`src/hdl/cfq_pkg.sv`:
```
// ----------------------------------------------------------------------------
// cfq_pkg
// Shared widths, opcodes and register map of the circular FIFO queue.
// ----------------------------------------------------------------------------
package cfq_pkg;

    localparam int OPCODE_W    = 2;
    localparam int VALUE_W     = 32;
    localparam int CAP_W       = 4;
    localparam int IN_TDATA_W  = 40;
    localparam int OUT_TDATA_W = 72;
    localparam int PADDR_W     = 2;
    localparam int PDATA_W     = 32;

    localparam logic [OPCODE_W-1:0] OP_QUERY   = 2'd0;
    localparam logic [OPCODE_W-1:0] OP_ENQUEUE = 2'd1;
    localparam logic [OPCODE_W-1:0] OP_DEQUEUE = 2'd2;

    localparam logic [PADDR_W-1:0] ADDR_CAPACITY = 2'd0;

    localparam logic [CAP_W-1:0]   CAP_RESET   = 4'd15;
    localparam logic [VALUE_W-1:0] EMPTY_VALUE = 32'hFFFF_FFFF;

endpackage

```
`src/hdl/circular_fifo_queue_core.sv`:
```
// ----------------------------------------------------------------------------
// circular_fifo_queue_core
// Bounded ring-buffer FIFO with a configurable capacity and one status result
// per transaction.
// ----------------------------------------------------------------------------
// Takes one transaction per cycle while the output stage is empty or m_tready
// is high, and returns its result in the cycle after acceptance; that cycle is
// the registered read of the slot RAM at the new head. The result waits in the
// output stage while m_tready is low, and a new transaction is taken in the same
// cycle the waiting result leaves. Writing the capacity register empties the
// queue. No clearing pass after reset; slot data is only used once written.
module circular_fifo_queue_core
    import cfq_pkg::*;
#(
    parameter int SLOT_COUNT = 16,
    parameter int ITEM_BITS  = 32
) (
    input  logic                   clk,
    input  logic                   rst_n,
    input  logic                   psel,
    input  logic                   penable,
    input  logic                   pwrite,
    input  logic [PADDR_W-1:0]     paddr,
    input  logic [PDATA_W-1:0]     pwdata,
    output logic [PDATA_W-1:0]     prdata,
    output logic                   pready,
    input  logic                   s_tvalid,
    output logic                   s_tready,
    // opcode[1:0], value[33:2], zero[39:34]
    input  logic [IN_TDATA_W-1:0]  s_tdata,
    output logic                   m_tvalid,
    input  logic                   m_tready,
    // accepted[0], front_value[32:1], rear_value[64:33], is_empty[65],
    // is_full[66], zero[71:67]
    output logic [OUT_TDATA_W-1:0] m_tdata
);

    localparam int IDX_W     = $clog2(SLOT_COUNT);
    localparam int SLOT_LAST = SLOT_COUNT - 1;

    logic [CAP_W-1:0]     cap_reg;
    logic [IDX_W-1:0]     head_reg, head_next;
    logic [IDX_W-1:0]     tail_reg, tail_next;
    logic [ITEM_BITS-1:0] rear_reg, rear_next;
    logic                 out_valid_reg, out_valid_next;
    logic                 acc_reg, acc_next;
    logic                 fwd_reg, fwd_next;

    logic [IDX_W-1:0]     ring_last;
    logic                 is_empty, is_full;
    logic                 s_fire, cfg_wr, wr_en;
    logic [OPCODE_W-1:0]  opcode;
    logic [VALUE_W-1:0]   value;
    logic [ITEM_BITS-1:0] rd_data;
    logic [VALUE_W-1:0]   front_value, rear_value;

    function automatic logic [IDX_W-1:0] ring_inc(
        input logic [IDX_W-1:0] idx,
        input logic [IDX_W-1:0] last
    );
        return (idx == last) ? '0 : idx + 1'b1;
    endfunction

    assign pready = 1'b1;
    assign prdata = (paddr == ADDR_CAPACITY) ? PDATA_W'(cap_reg) : '0;
    assign cfg_wr = psel & penable & pwrite & pready & (paddr == ADDR_CAPACITY);

    always_comb
    begin
        if (int'(cap_reg) >= SLOT_LAST)
        begin
            ring_last = IDX_W'(SLOT_LAST);
        end
        else
        begin
            ring_last = IDX_W'(cap_reg);
        end
    end

    assign is_empty = (head_reg == tail_reg);
    assign is_full  = (ring_inc(tail_reg, ring_last) == head_reg);

    assign opcode   = s_tdata[1:0];
    assign value    = s_tdata[33:2];
    assign s_tready = ~out_valid_reg | m_tready;
    assign s_fire   = s_tvalid & s_tready;

    always_comb
    begin
        head_next      = head_reg;
        tail_next      = tail_reg;
        rear_next      = rear_reg;
        acc_next       = acc_reg;
        fwd_next       = fwd_reg;
        wr_en          = 1'b0;
        out_valid_next = out_valid_reg & ~m_tready;
        if (s_fire)
        begin
            out_valid_next = 1'b1;
            acc_next       = 1'b1;
            fwd_next       = 1'b0;
            case (opcode)
                OP_ENQUEUE:
                begin
                    if (is_full)
                    begin
                        acc_next = 1'b0;
                    end
                    else
                    begin
                        tail_next = ring_inc(tail_reg, ring_last);
                        rear_next = ITEM_BITS'(value);
                        wr_en     = 1'b1;
                        fwd_next  = is_empty;
                    end
                end
                OP_DEQUEUE:
                begin
                    if (is_empty)
                    begin
                        acc_next = 1'b0;
                    end
                    else
                    begin
                        head_next = ring_inc(head_reg, ring_last);
                    end
                end
                default:
                begin
                    acc_next = 1'b1;
                end
            endcase
        end
    end

    cfq_slot_ram #(
        .DEPTH  (SLOT_COUNT),
        .WIDTH  (ITEM_BITS),
        .ADDR_W (IDX_W)
    ) u_slot_ram (
        .clk     (clk),
        .wr_en   (wr_en),
        .wr_addr (tail_reg),
        .wr_data (ITEM_BITS'(value)),
        .rd_en   (s_fire),
        .rd_addr (head_next),
        .rd_data (rd_data)
    );

    always_ff @(posedge clk or negedge rst_n)
    begin
        if (!rst_n)
        begin
            cap_reg       <= CAP_RESET;
            head_reg      <= '0;
            tail_reg      <= '0;
            out_valid_reg <= 1'b0;
            acc_reg       <= 1'b0;
            fwd_reg       <= 1'b0;
        end
        else
        begin
            out_valid_reg <= out_valid_next;
            acc_reg       <= acc_next;
            fwd_reg       <= fwd_next;
            if (cfg_wr)
            begin
                cap_reg  <= pwdata[CAP_W-1:0];
                head_reg <= '0;
                tail_reg <= '0;
            end
            else
            begin
                head_reg <= head_next;
                tail_reg <= tail_next;
            end
        end
    end

    always_ff @(posedge clk)
    begin
        rear_reg <= rear_next;
    end

    always_comb
    begin
        rear_value  = is_empty ? EMPTY_VALUE : VALUE_W'(rear_reg);
        front_value = is_empty ? EMPTY_VALUE :
                      (fwd_reg ? VALUE_W'(rear_reg) : VALUE_W'(rd_data));
    end

    assign m_tvalid = out_valid_reg;
    assign m_tdata  = {5'b0, is_full, is_empty, rear_value, front_value, acc_reg};

    a_index_in_ring: assert property (@(posedge clk) disable iff (!rst_n)
        (head_reg <= ring_last) && (tail_reg <= ring_last))
        else $error("queue index outside ring");

    a_refused_enqueue: assert property (@(posedge clk) disable iff (!rst_n)
        s_fire && (opcode == OP_ENQUEUE) && is_full && !cfg_wr
        |=> $stable(tail_reg) && !acc_reg)
        else $error("refused enqueue moved tail");

    a_forward_ok: assert property (@(posedge clk) disable iff (!rst_n)
        out_valid_reg && fwd_reg |-> acc_reg && !is_empty)
        else $error("front forwarding without a stored item");

endmodule

```
`src/hdl/cfq_slot_ram.sv`:
```
// ----------------------------------------------------------------------------
// cfq_slot_ram
// Slot store: one write port, one read port with registered read data.
// ----------------------------------------------------------------------------
module cfq_slot_ram #(
    parameter int DEPTH  = 16,
    parameter int WIDTH  = 32,
    parameter int ADDR_W = 4
) (
    input  logic              clk,
    input  logic              wr_en,
    input  logic [ADDR_W-1:0] wr_addr,
    input  logic [WIDTH-1:0]  wr_data,
    input  logic              rd_en,
    input  logic [ADDR_W-1:0] rd_addr,
    output logic [WIDTH-1:0]  rd_data
);

    logic [WIDTH-1:0] mem [DEPTH];

    always_ff @(posedge clk)
    begin
        if (wr_en)
        begin
            mem[wr_addr] <= wr_data;
        end
        if (rd_en)
        begin
            rd_data <= mem[rd_addr];
        end
    end

endmodule
```
`config.mk`:
```
export PLATFORM = sky130hd
export DESIGN_NAME = circular_fifo_queue_core
export DESIGN_NICKNAME = d
export VERILOG_FILES = /design/src/hdl/cfq_pkg.sv /design/src/hdl/circular_fifo_queue_core.sv /design/src/hdl/cfq_slot_ram.sv
export SDC_FILE = /design/constraint.sdc
export NUM_CORES = 1
export LEC_CHECK = 0
export BUFFER_PORTS_ARGS = -buffer_cell sky130_fd_sc_hd__buf_4
export CORE_ASPECT_RATIO = 0.6
export CORE_UTILIZATION = 25
export CTS_BUF_LIST = sky130_fd_sc_hd__clkbuf_8
export CTS_CLUSTER_DIAMETER = 50
export DETAILED_ROUTE_END_ITERATION = 10
export SYNTH_ARGS = -nofsm -noshare
export SYNTH_HDL_FRONTEND = slang
export SYNTH_SLANG_ARGS = --single-unit
```
`constraint.sdc`:
```
create_clock -name clk -period 7.65 [get_ports clk]
set_input_delay 0.765 -clock clk [delete_from_list [all_inputs] [get_ports clk]]
set_output_delay 0.765 -clock clk [all_outputs]
set_load 0.05 [all_outputs]
```
After elaboration in Yosys (flattened, before gate mapping). Memory sizes are Yosys's and may differ from the RTL's. A register that Yosys moved wholly into a read port is not among the register bits. Cells that the tools add are included.

Bits of input ports: 81. Bits in writable memories: 512. Memories: 1. Output and inout bits: 107. Bits in registers: 47.

$lt $le $gt $ge: 1. Equal/unequal tests: 7. Add/subtract/negate cells: 2. Reductions and logical operators: 5. Bitwise logic cells: 9. Multiplexer cells: 25.

Memories: u_slot_ram.mem (depth 16, bits a word 32, rd ports 1, clocked after memory_dff 1, write ports 1, line cfq_slot_ram.sv:19) `logic [WIDTH-1:0] mem [DEPTH];`.

Operators with widths (count): two-way mux 32 bit (3); two-way mux 4 bit (12); == test 4 bit (4); two-way mux 1 bit (9); adder 4 x 1 -> 4 bit, second input constant (2); AND reduction 3 bit (2); AND 1 bit (5); >= comparator 4 bit, second input constant (1); nonzero test 2 bit (2); NOT 1 bit (3); == test 2 x 1 -> 1 bit, second input constant (1); == test 2 bit, second input constant (1); logical NOT 2 bit (1); != test 2 x 1 -> 1 bit, second input constant (1); one-hot mux 1 bit (2 select lines) (1); OR 1 bit (1).

Depth between registers and ports, before layout.
Word-level depth: 10. Depth in mapped cells: 12. Mapped depth without buffers: 9.

Hierarchy. Synthesis repeated with hierarchy kept, for this count alone.

Cells, all modules: 1140. Area total of the unflattened synthesis: 23186.0 µm².

Modules (own cells, without submodules): cfq_slot_ram (instances 1, area an instance 20174.3 µm², seq. area each 16335.7 µm², cells an instance 838); circular_fifo_queue_core (instances 1, area an instance 3011.6 µm², seq. area each 1341.3 µm², cells an instance 302).

Least setup slack after synthesis. Ideal clock, no wire load.

Kind: input to register. Start point: input port m_tready. End point: memory u_slot_ram.mem[0][0], enable pin. Slack: 1.824 ns. Cell stages on the path: 8. Path buffers: 1. Required time: 7.189 ns. Library setup time: 0.461 ns. Arrival: 5.366 ns. Cells stage by stage: nand2b_1 -> nand2_1 -> inv_1 -> nand2_1 -> nor2_1 -> buf_2 -> nand2_1 -> nor3_1.

Cells in the longest elaborated chain, start to end: 5.

RTL lines: start: declaration (line circular_fifo_queue_core.sv:32) `input logic m_tready,`; OR 1 bit (line circular_fifo_queue_core.sv:85) `assign s_tready = ~out_valid_reg | m_tready;`; AND 1 bit (line circular_fifo_queue_core.sv:86) `assign s_fire = s_tvalid & s_tready;`; via s_fire (line circular_fifo_queue_core.sv:51) `logic s_fire, cfg_wr, wr_en;`; two-way mux 1 bit (line circular_fifo_queue_core.sv:97) `if (s_fire)`; two-way mux 1 bit (line cfq_slot_ram.sv:23) `if (wr_en)`; two-way mux 1 bit (implied by the code) (line cfq_slot_ram.sv:25) `mem[wr_addr] <= wr_data;`; end: declaration (line cfq_slot_ram.sv:19).

The timed path passes the listed nets, and every way through them passes these cells.

Worst setup path in the final report.
Start point: register head_reg[2]. End point: register u_slot_ram.rd_data[18], read port of u_slot_ram.mem (data pin).

Cells in the longest elaborated chain, start to end: 5. Elaborated cells on any way between the ends: 7. Classes of those cells: add/sub: 1; eq/ne: 2; mux: 4.

RTL lines: start: declaration (line circular_fifo_queue_core.sv:42) `logic [IDX_W-1:0] head_reg, head_next;`; start signal: assignment (line circular_fifo_queue_core.sv:174) `head_reg <= head_next;`; adder 4 x 1 -> 4 bit or == test 4 bit (tied branches) (line circular_fifo_queue_core.sv:61) `return (idx == last) ? '0 : idx + 1'b1;`; two-way mux 4 bit (line circular_fifo_queue_core.sv:61); two-way mux 4 bit (line circular_fifo_queue_core.sv:119) `if (is_empty)`; two-way mux 4 bit (line circular_fifo_queue_core.sv:102) `case (opcode)`; two-way mux 4 bit * (line circular_fifo_queue_core.sv:97); end: declaration (line cfq_slot_ram.sv:16) `output logic [WIDTH-1:0] rd_data`.

Every way passes the cells marked *; elsewhere a longest branch is shown, timed or not. A chain may end at the register's enable or synchronous reset.

==> summary by stage <==
Status
The flow ran to the end, and the final reports show no timing, DRC or antenna violations.

Layout
After filler insertion, the fill cell instance count of the layout stands at 9289. The repair_antennas step left the layout with diodes totalling 0. The number of flip-flops under the largest register name is 512. The area added between synthesis and finish is 16.8%. The layout cell share with drive strength beyond 1 is 0.172. After the last flow step, the layout net total stands at 1836.

Synthesis
The post-synthesis sequential element count is 591. The share of the Yosys chip area taken by registers is 0.744. Yosys mapped the design onto 51 distinct sky130hd cell types. The cell area after synthesis is 23800 um2. After technology mapping, the gate count stands at 1620. The number of enable-type register cells in the synthesized netlist is 576.

The number of synthesis warnings is 0. The mean cell area of the mapped netlist is 14.7 um2. The leading register cell type out of synthesis is edfxtp_1. For this run, asynchronously set or reset flops after synthesis account for 0.0254.

STA
The maximum clock frequency is 0.193 GHz. The final hold violation count was 0. The accumulated negative setup slack is 0 ps. Setup violations remaining at the end of the flow were counted as 0. Setup repair after global routing left no endpoint under its margin.

After layout, the worst setup slack is 2480 ps. In the finished design, the share of the clock period the worst path needs comes to 0.676. The final count of pins violating max slew is 0. The worst path needs 5170 ps of the cycle, external delays included. Clock skew on the completed layout was measured at 39.4 ps. Headroom to the max-slew limit came out at 0.209. At the pin with the least slew margin, the transition time is 1160 ps.

Floorplan
The core region is 94100 um2. The vertical extent of the die is 241 um. For this configuration, the core starts out at a cell density of 0.253. The horizontal die dimension is 400 um.

In this run the core area contains 87 standard-cell rows. The top-level I/O count is 188. The die outline area is 96300 um2.

Placement
In this run the tool buffered the top-level ports with 119 buffer cells. The HPWL after detailed placement is 33200 um. The pre-CTS setup slack is 2470 ps. The placer's final routability congestion estimate is 0.735.

Setup path
Traced cell by cell, the critical path runs through xnor2_1 > nand4_1 > buf_4 > inv_2 > nor3_4 > mux2_8 > buf_4 > a21oi_1 > a221oi_1 > or4_1. The required time at the endpoint of the critical path is 8200 ps. STA puts the critical path data arrival time at 5720 ps. The largest driver fanout on the critical path is 119. The largest stage delay on the critical path is 1020 ps. The worst setup path is captured at a flop. The worst setup path is launched from a flop. The master of the slowest instance on the critical path is buf_4. The worst setup path is of the reg2reg kind. The kind of cell with the highest combined delay along the critical path is buffers and inverters. The critical path buffer and inverter count is 3.

Among the stages of the critical path, the cell type that occurs most often is buf_4.

Power
The internal power component is 6300 uW. VDD sags by at most 0.326 mV. The net switching power is 4450 uW. The total power divided by cell area is 388 nW/um2.

The standby leakage power is 0.00943 uW. The share of total power dissipated in sequential elements is 0.368. Of the total power, the share spent switching nets is 0.414. The clock network power share is 0.240.

The share of total power dissipated in combinational logic is 0.392.

Detailed routing
The number of search-and-repair iterations in the first detailed-routing pass is 5. The detailed router placed 14400 vias in this run. Dividing the detail-routed wire length by the instance count gives 20.4 um. The antenna violation net count after detailed routing is 0. The number of DRC markers in iteration 0 is 1436. The vias per cell is 4.70. The wire length after detailed routing is 62500 um.

The DRC violation count after routing is 0.

Clocking
Buffers inserted during clock tree synthesis total 89. After clock tree synthesis, the clock-pin slew on the worst setup and hold paths is 70 ps. The root buffer cell chosen for the clock tree is clkbuf_8. Counting along the longest clock path gives a buffer depth of 3. The clock latency on the worst-skew pair is 710 ps. The CTS tree is yes.

The number of gates given a new drive strength after cts is 0. The clock tree synthesis step divided the H-tree into 3 levels. Counting every sink on the clock net gives 591.

Job
The count of maximum capacitance violations is 0.

GRT
After global routing the overflow that remains totals 0. The total global-route track usage is 0.127. The initial antenna violation count is 1. The first-pass GRT wire length is 90400 um.

Entering global routing, the biggest net connects 120 pins. The via count of the first global-routing pass is 14000.

Min path
The worst min-delay path class is in2reg.
-- power groups by stage --
stage          registers (uW)  logic (uW)  clock network (uW)
3_5_place_dp             4030        4240                   0
4_1_cts                  3960        4250                2660
3_3_place_gp             4030        4160                   0
5_1_grt                  3970        4560                2790
6_report                 3950        4210                2580
2_1_floorplan            3900        3090                   0
-- Yosys cell counts, types with 4 or more instances --
| cell type | number | share of area |
|---|---|---|
| mux2_2 | 6 | 0.0028 |
| dfstp_2 | 4 | 0.0044 |
| or4_1 | 32 | 0.010 |
| nand3_1 | 6 | 0.0013 |
| nand2_1 | 265 | 0.042 |
| ha_1 | 7 | 0.0037 |
| edfxtp_1 | 576 | 0.73 |
| a21oi_1 | 228 | 0.048 |
| buf_1 | 5 | 0.00079 |
| buf_6 | 9 | 0.0043 |
| buf_4 | 38 | 0.012 |
| inv_1 | 7 | 0.0011 |
| mux2i_1 | 68 | 0.029 |
| xnor2_1 | 5 | 0.0018 |
| a221oi_1 | 128 | 0.047 |
| and2_1 | 4 | 0.0011 |
| buf_2 | 35 | 0.0074 |
| nand2b_1 | 39 | 0.010 |
| clkbuf_1 | 64 | 0.010 |
| dfrtp_1 | 11 | 0.012 |
| nor2_1 | 33 | 0.0052 |
| nor3_1 | 4 | 0.00084 |
| xor2_1 | 10 | 0.0037 |
-- per-layer routing --
metal | part of all wire | up-vias | routed length [um] | GRT usage
met5 | 0.00019 | - | 12 | 0
met4 | 0.020 | 2 | 1260 | 0.0372
met3 | 0.069 | 86 | 4290 | 0.0257
met2 | 0.45 | 527 | 28400 | 0.198
met1 | 0.46 | 7386 | 28500 | 0.179
li1 | - | 6434 | - | -
-- worst paths after layout --
kind	from	endpoint	slack (ps)	depth (start not counted)
max	head_reg[2]$_DFF_PN0_	u_slot_ram.rd_data[18]$_DFFE_PP_	2480	10
min	s_tvalid	m_tvalid$_DFF_PN0_	260	2
max reg2reg	head_reg[2]$_DFF_PN0_	u_slot_ram.rd_data[18]$_DFFE_PP_	2480	10
min reg2reg	m_tvalid$_DFF_PN0_	m_tvalid$_DFF_PN0_	570	2
max in group asynchronous	rst_n	cap_reg[2]$_DFFE_PN1P_	6960	2
min in group asynchronous	rst_n	tail_reg[2]$_DFFE_PN0P_	450	2
-- layout by cell type, fill, tap and decap left out, types with 5 or more instances in the layout --
cell         n
clkinv_1    26
bufinv_16    5
xor2_1      10
dfrtp_1     10
mux2i_1     66
nand2_1    265
nand3_1      6
edfxtp_1   576
nand2b_1    39
a21oi_1    228
or4_1       32
clkinv_2    11
clkbuf_8    91
conb_1      34
xnor2_1      5
nor2_4      13
ha_1         7
a221oi_1   128
inv_6        6
nor2_1      20
inv_1       28
buf_4      154
-- metrics by stage --
step	cells	utilization	power (uW)	hold WS [ps]	instance area [um2]
after floorplan	1652	-	6990	469	23900
after global placement	2902	0.276	8190	557	26000
after detailed placement	2902	0.276	8270	567	26000
after CTS	3071	0.295	10900	207	27700
after global routing	3071	0.295	11300	235	27700
final	3071	0.295	10700	263	27700
-- layout make-up --
| cell class | instances | area (um2) | area share |
|---|---|---|---|
| flip-flops and latches | 591 | 17700 | 0.637 |
| multi-input cells | 902 | 5530 | 0.199 |
| well taps | 1246 | 1560 | 0.0562 |
| clock buffers | 91 | 1250 | 0.0452 |
| repair buffers | 156 | 1190 | 0.0428 |
| clock inverters | 77 | 500 | 0.0180 |
| inverters | 8 | 30.0 | 0.00108 |
-- cells by family after synthesis --
family / count (synthesis) / share of synthesized area
other cells: 2 / 0.000316
mux: 74 / 0.0315
fa+ha+maj: 7 / 0.00369
xor+xnor: 16 / 0.00648
simple gates: 399 / 0.0765
flops: 591 / 0.744
buf+inv: 159 / 0.0358
compound gates: 372 / 0.101
-- repair_timing --
item / in CTS / in global routing
hold buffers: 1 / 0
endpoints found under the setup margin: 0 / 0
setup buffers: 0 / 0
endpoints found under the hold margin: 11 / 0
(Power assumes the default switching activity.)
